<file path="config.mk">
export PLATFORM = sky130hd
export DESIGN_NAME = wds_ram
export DESIGN_NICKNAME = d
export VERILOG_FILES = /design/src/rtl/wds_ram.sv
export SDC_FILE = /design/constraint.sdc
export NUM_CORES = 2
export LEC_CHECK = 0
export BUFFER_PORTS_ARGS = -buffer_cell sky130_fd_sc_hd__buf_2
export CAP_MARGIN = 20
export CELL_PAD_IN_SITES_DETAIL_PLACEMENT = 1
export CELL_PAD_IN_SITES_GLOBAL_PLACEMENT = 1
export CORE_MARGIN = 10
export CORE_UTILIZATION = 47
export CTS_CLUSTER_SIZE = 8
export DETAILED_ROUTE_END_ITERATION = 10
export GPL_ROUTABILITY_DRIVEN = 0
export GPL_TIMING_DRIVEN = 0
export HOLD_SLACK_MARGIN = 0.03
export PLACE_DENSITY = 0.64
export SETUP_SLACK_MARGIN = 0.4
export SLEW_MARGIN = 5
export SYNTH_ARGS = -nofsm -noshare
export SYNTH_HDL_FRONTEND = slang
export SYNTH_SLANG_ARGS = --single-unit
</file>
<file path="constraint.sdc">
create_clock -name aclk -period 9 [get_ports aclk]
set_input_delay 0.45 -clock aclk [delete_from_list [all_inputs] [get_ports aclk]]
set_output_delay 0.45 -clock aclk [all_outputs]
set_load 0.02 [all_outputs]
</file>
<file path="src/rtl/wds_ram.sv">
`timescale 1ns / 1ps
// ----------------------------------------------------------------------------
// wds_ram
// Generic simple dual-port RAM: one write port, one read port, registered read.
// ----------------------------------------------------------------------------
module wds_ram #(
    parameter int WIDTH  = 72,
    parameter int DEPTH  = 40,
    parameter int ADDR_W = (DEPTH > 1) ? $clog2(DEPTH) : 1
) (
    input  logic              aclk,
    input  logic              we,
    input  logic [ADDR_W-1:0] waddr,
    input  logic [WIDTH-1:0]  wdata,
    input  logic              re,
    input  logic [ADDR_W-1:0] raddr,
    output logic [WIDTH-1:0]  rdata
);

    logic [WIDTH-1:0] mem [DEPTH];

    always_ff @(posedge aclk) begin
        if (we) begin
            mem[waddr] <= wdata;
        end
        if (re) begin
            rdata <= mem[raddr];
        end
    end

endmodule

</file>
**Word level (Yosys, flattened, before mapping)**

Memories as Yosys holds them, arrays and structs flattened. A register that Yosys moved wholly into a read port is not among the register bits.
Index checks and enable logic that the tools add are counted.

- Input port bits: 87
- Flip-flop bits (word level): 0
- Memories: 1
- Bits in writable memories: 2880
- Word-level logic and storage cells: 3

- Mux-type cells: 2

Memory list:

| name | depth | width | read ports | clocked after Yosys merged registers in | write ports | RTL line | RTL |
|---|---|---|---|---|---|---|---|
| mem | 40 | 72 | 1 | 1 | 1 | 20 | `logic [WIDTH-1:0] mem [DEPTH];` |

Operators with widths:

| cell | number |
|---|---|
| 2-to-1 mux 1 bit | 2 |

**Longest topological paths before layout**

- Word-level depth: 2
- Gate-level depth with buffers: 9
- Mapped depth without buffers: 5

**Worst setup path after synthesis**

No wires, ideal clock.

- Path kind: input to register
- Start: in waddr[5]
- End: mem mem[16][0] (enable)
- Arrival time: 5.823 ns
- Slack: 2.587 ns
- Stages: 3
- Cells stage by stage: nor4bb_1 -> nand2b_1 -> nor3_1

RTL lines:

| item | RTL line | RTL |
|---|---|---|
| from (decl) | 13 | `input logic [ADDR_W-1:0] waddr,` |
| to (decl) | 20 |  |

Straight into the memory's write port.

==> flow_metrics.tcl <==
set metrics [dict create \
    outcome "complete, no violations" \
    synth_compound_area_frac 0.00867 \
    fin_nets 5435 \
    firstDrtPassIters 7 \
    power_leakage_nw 41.5 \
    synthSimpleGateAreaFrac 0.00836 \
    cts_root_buf "clkbuf_16" \
    track_usage 0.219 \
    tightestPinTransition_ps 1170 \
    cp_max_fo 12 \
    dieArea_mm2 0.257 \
    synth-xor-area-share 0 \
    die_x_um 507 \
    clk_pin_slew_ps 50 \
    hold_viol_final 0 \
    grt_use_met3 0.0369 \
    num_vias 51800 \
    grt_pass1_wl_mm 411 \
    antenna_found_initial 18 \
    setup_tns_ps 0 \
    crit_required_ps 9670 \
    gr-max-usage-layer "met2" \
    synth_adder_area_share 0 \
    cts_sinks 2952 \
    drv_cap 0 \
    die_y_um 507 \
    cts_made_buffers 419 \
    use_met2 0.359 \
    clock_latency_ps 940 \
    vdd_ir_drop_max_mv 0.145 \
    synth.area.mux_share 0.179 \
    setup_viol 0 \
    row_count 178 \
    drive_gt1_frac 0.330 \
    start_util 0.473 \
    postSynthAreaPerCell_um2 24.3 \
    synth_nets 4671 \
    grt_start_max_net_pins 41 \
    drv_slew 0 \
    met1_usage 0.304 \
    pin_count 159 \
    max_slew_margin 0.223 \
    globalRoute.totalOverflow 0 \
    path_class "in -> reg" \
    synth_cells 4584 \
    end_kind "register" \
    hpwl_mm 192 \
    cts_tree "done" \
    finalCritPeriodShare 0.400 \
    ys_seq_elements 2952 \
    synth_top_area_share 0.795 \
    port_buffers 151 \
    synth_cell_types 25 \
    cts_max_path_buffers 4 \
    syn_to_final_growth_pct 17.4 \
    routed_via_density 6.07 \
    syn_area_mm2 0.112 \
    powerDensity_mw_per_mm2 231 \
    core_area_mm2 0.236 \
    yosysSeqAreaShare 0.795 \
    multi_input_area_mm2 0.0221 \
    period_needed_ps 3600 \
    yosys_warnings 0 \
    critPathLaunchType "input port" \
    synth_top_area_cell "edfxtp_1" \
    drt_iter0_markers 5372 \
    drc_errors 0 \
    grt_pass1_vias 56300 \
    register_area_mm2 0.0886 \
    synth_area_leaders "edfxtp_1 79%, mux4_2 16%, mux2i_1 1.2%, mux2_2 0.85%, nand2_1 0.50%" \
    clock_skew_ps 42.0 \
    clock.fmax_mhz 278 \
    ctsHtreeMaxLevel 5 \
    fillCellCount 19600 \
    antenna_left 0 \
    total_power_w 0.0302 \
    rsz0062_at_grt "false" \
    ctsResizeCount 0 \
    cp.arrival_ps 4280 \
    synth_top_family_by_area "multiplexers" \
    wirelength_mm 283 \
    hold_path.class "in -> reg" \
    wl_per_cell_um 33.2 \
]
==> per-layer routing <==
layer | routed length [µm] | up-vias | share of wire
li1 | - | 21100 | -
met1 | 117000 | 28400 | 0.41
met2 | 141000 | 1785 | 0.50
met3 | 16900 | 472 | 0.060
met4 | 7960 | 0 | 0.028
met5 | 0 | - | 0
==> sequential cells by signal, summed over array words and instances, names as in the netlist <==
| register | flops |
|---|---|
| rdata | 72 |
| mem | 2880 |
==> cell usage after synthesis <==
library cell / instances
buf_4: 6
nor4bb_1: 1
mux2i_1: 138
o31ai_1: 4
clkbuf_1: 114
nor3_1: 2
mux4_2: 781
edfxtp_1: 2952
nand3_1: 12
nor2b_1: 11
nor2_1: 42
buf_2: 91
buf_1: 23
a21oi_1: 71
nand2b_1: 4
o22ai_1: 71
mux2_2: 84
a2111oi_0: 8
or3b_2: 1
or3_1: 3
nand2_1: 149
nand4_1: 1
buf_6: 5
a22oi_1: 9
nand3b_1: 1
==> worst max-delay path, stage by stage <==
cell and delay, ps:
buf_2 370, buf_2 880, buf_2 450, buf_2 550
buf_2 520, mux2i_1 330, o22ai_1 160, a21oi_1 370
nand2_1 110
==> final timing paths <==
path / cells past startpoint / from / slack, ps / to
setup / recovery: 9 / raddr[1] / 5400 / rdata[67]$_DFFE_PP_
hold / removal: 1 / wdata[20] / 70 / mem[16][20]$_DFFE_PP_
setup reg to reg: 5 / mem[7][49]$_DFFE_PP_ / 6770 / rdata[49]$_DFFE_PP_
hold reg to reg: 5 / mem[27][29]$_DFFE_PP_ / 890 / rdata[29]$_DFFE_PP_
==> metrics by stage <==
stage                     setup WS (ps)  instances  hold slack [ps]   util  instance area [µm²]
final                              5400       8521             73.9  0.555               131000
after global placement            -4010       7885              869  0.493               116000
after detailed placement           4410       8047              887  0.508               120000
after CTS                          5400       8508             30.8  0.555               131000
after global routing               5400       8513             73.1  0.555               131000
after floorplan                    2590       4584              549      -               112000
==> layout by cell type, fill, tap and decap left out, types with 3 or more instances in the layout <==
cell type / count
edfxtp_1: 2952
mux4_2: 781
clkbuf_16: 424
buf_2: 242
nand2_1: 149
mux2i_1: 138
buf_12: 111
clkbuf_1: 105
mux2_2: 84
o22ai_1: 71
a21oi_1: 71
nor2_4: 38
buf_16: 31
dlygate4sd3_1: 27
buf_1: 22
buf_4: 18
buf_6: 14
nand3_1: 12
nor2b_1: 11
diode_2: 10
clkbuf_2: 10
a22oi_1: 9
a2111oi_0: 8
clkinv_8: 5
nor2_1: 4
nand2b_1: 4
o31ai_1: 4
or3_1: 3
buf_8: 3
==> power by group <==
part | total (W) | internal [W] | switching (W)
Combinational | 0.00140 | 0.000535 | 0.000862
Sequential | 0.0153 | 0.0153 | 0.0000269
Clock | 0.0135 | 0.00820 | 0.00526
Total | 0.0302 | 0.0240 | 0.00615
==> cells by family (layout without fill, tap and decap cells) <==
| family | Yosys count | in the layout |
|---|---|---|
| AOI/OAI and AO/OA | 163 | 163 |
| buffers and inverters | 239 | 1016 |
| DFF | 2952 | 2952 |
| muxes | 1003 | 1003 |
| other | 0 | 10 |
| and+or+nand+nor | 227 | 227 |
==> cell type report <==
| class | count | area share |
|---|---|---|
| antenna | 10 | 0.000191 |
| buffer | 239 | 0.00829 |
| clock buffer | 425 | 0.0811 |
| clock inverter | 9 | 0.00102 |
| multi-input combinational | 1393 | 0.169 |
| sequential | 2952 | 0.677 |
| tap | 3150 | 0.0301 |
| timing repair buffer | 343 | 0.0331 |
==> what timing repair did <==
item	CTS	global route
hold buffers	27	0
setup buffers	0	0
endpoints found under the hold margin	624	0
(Power assumes the default switching activity.)
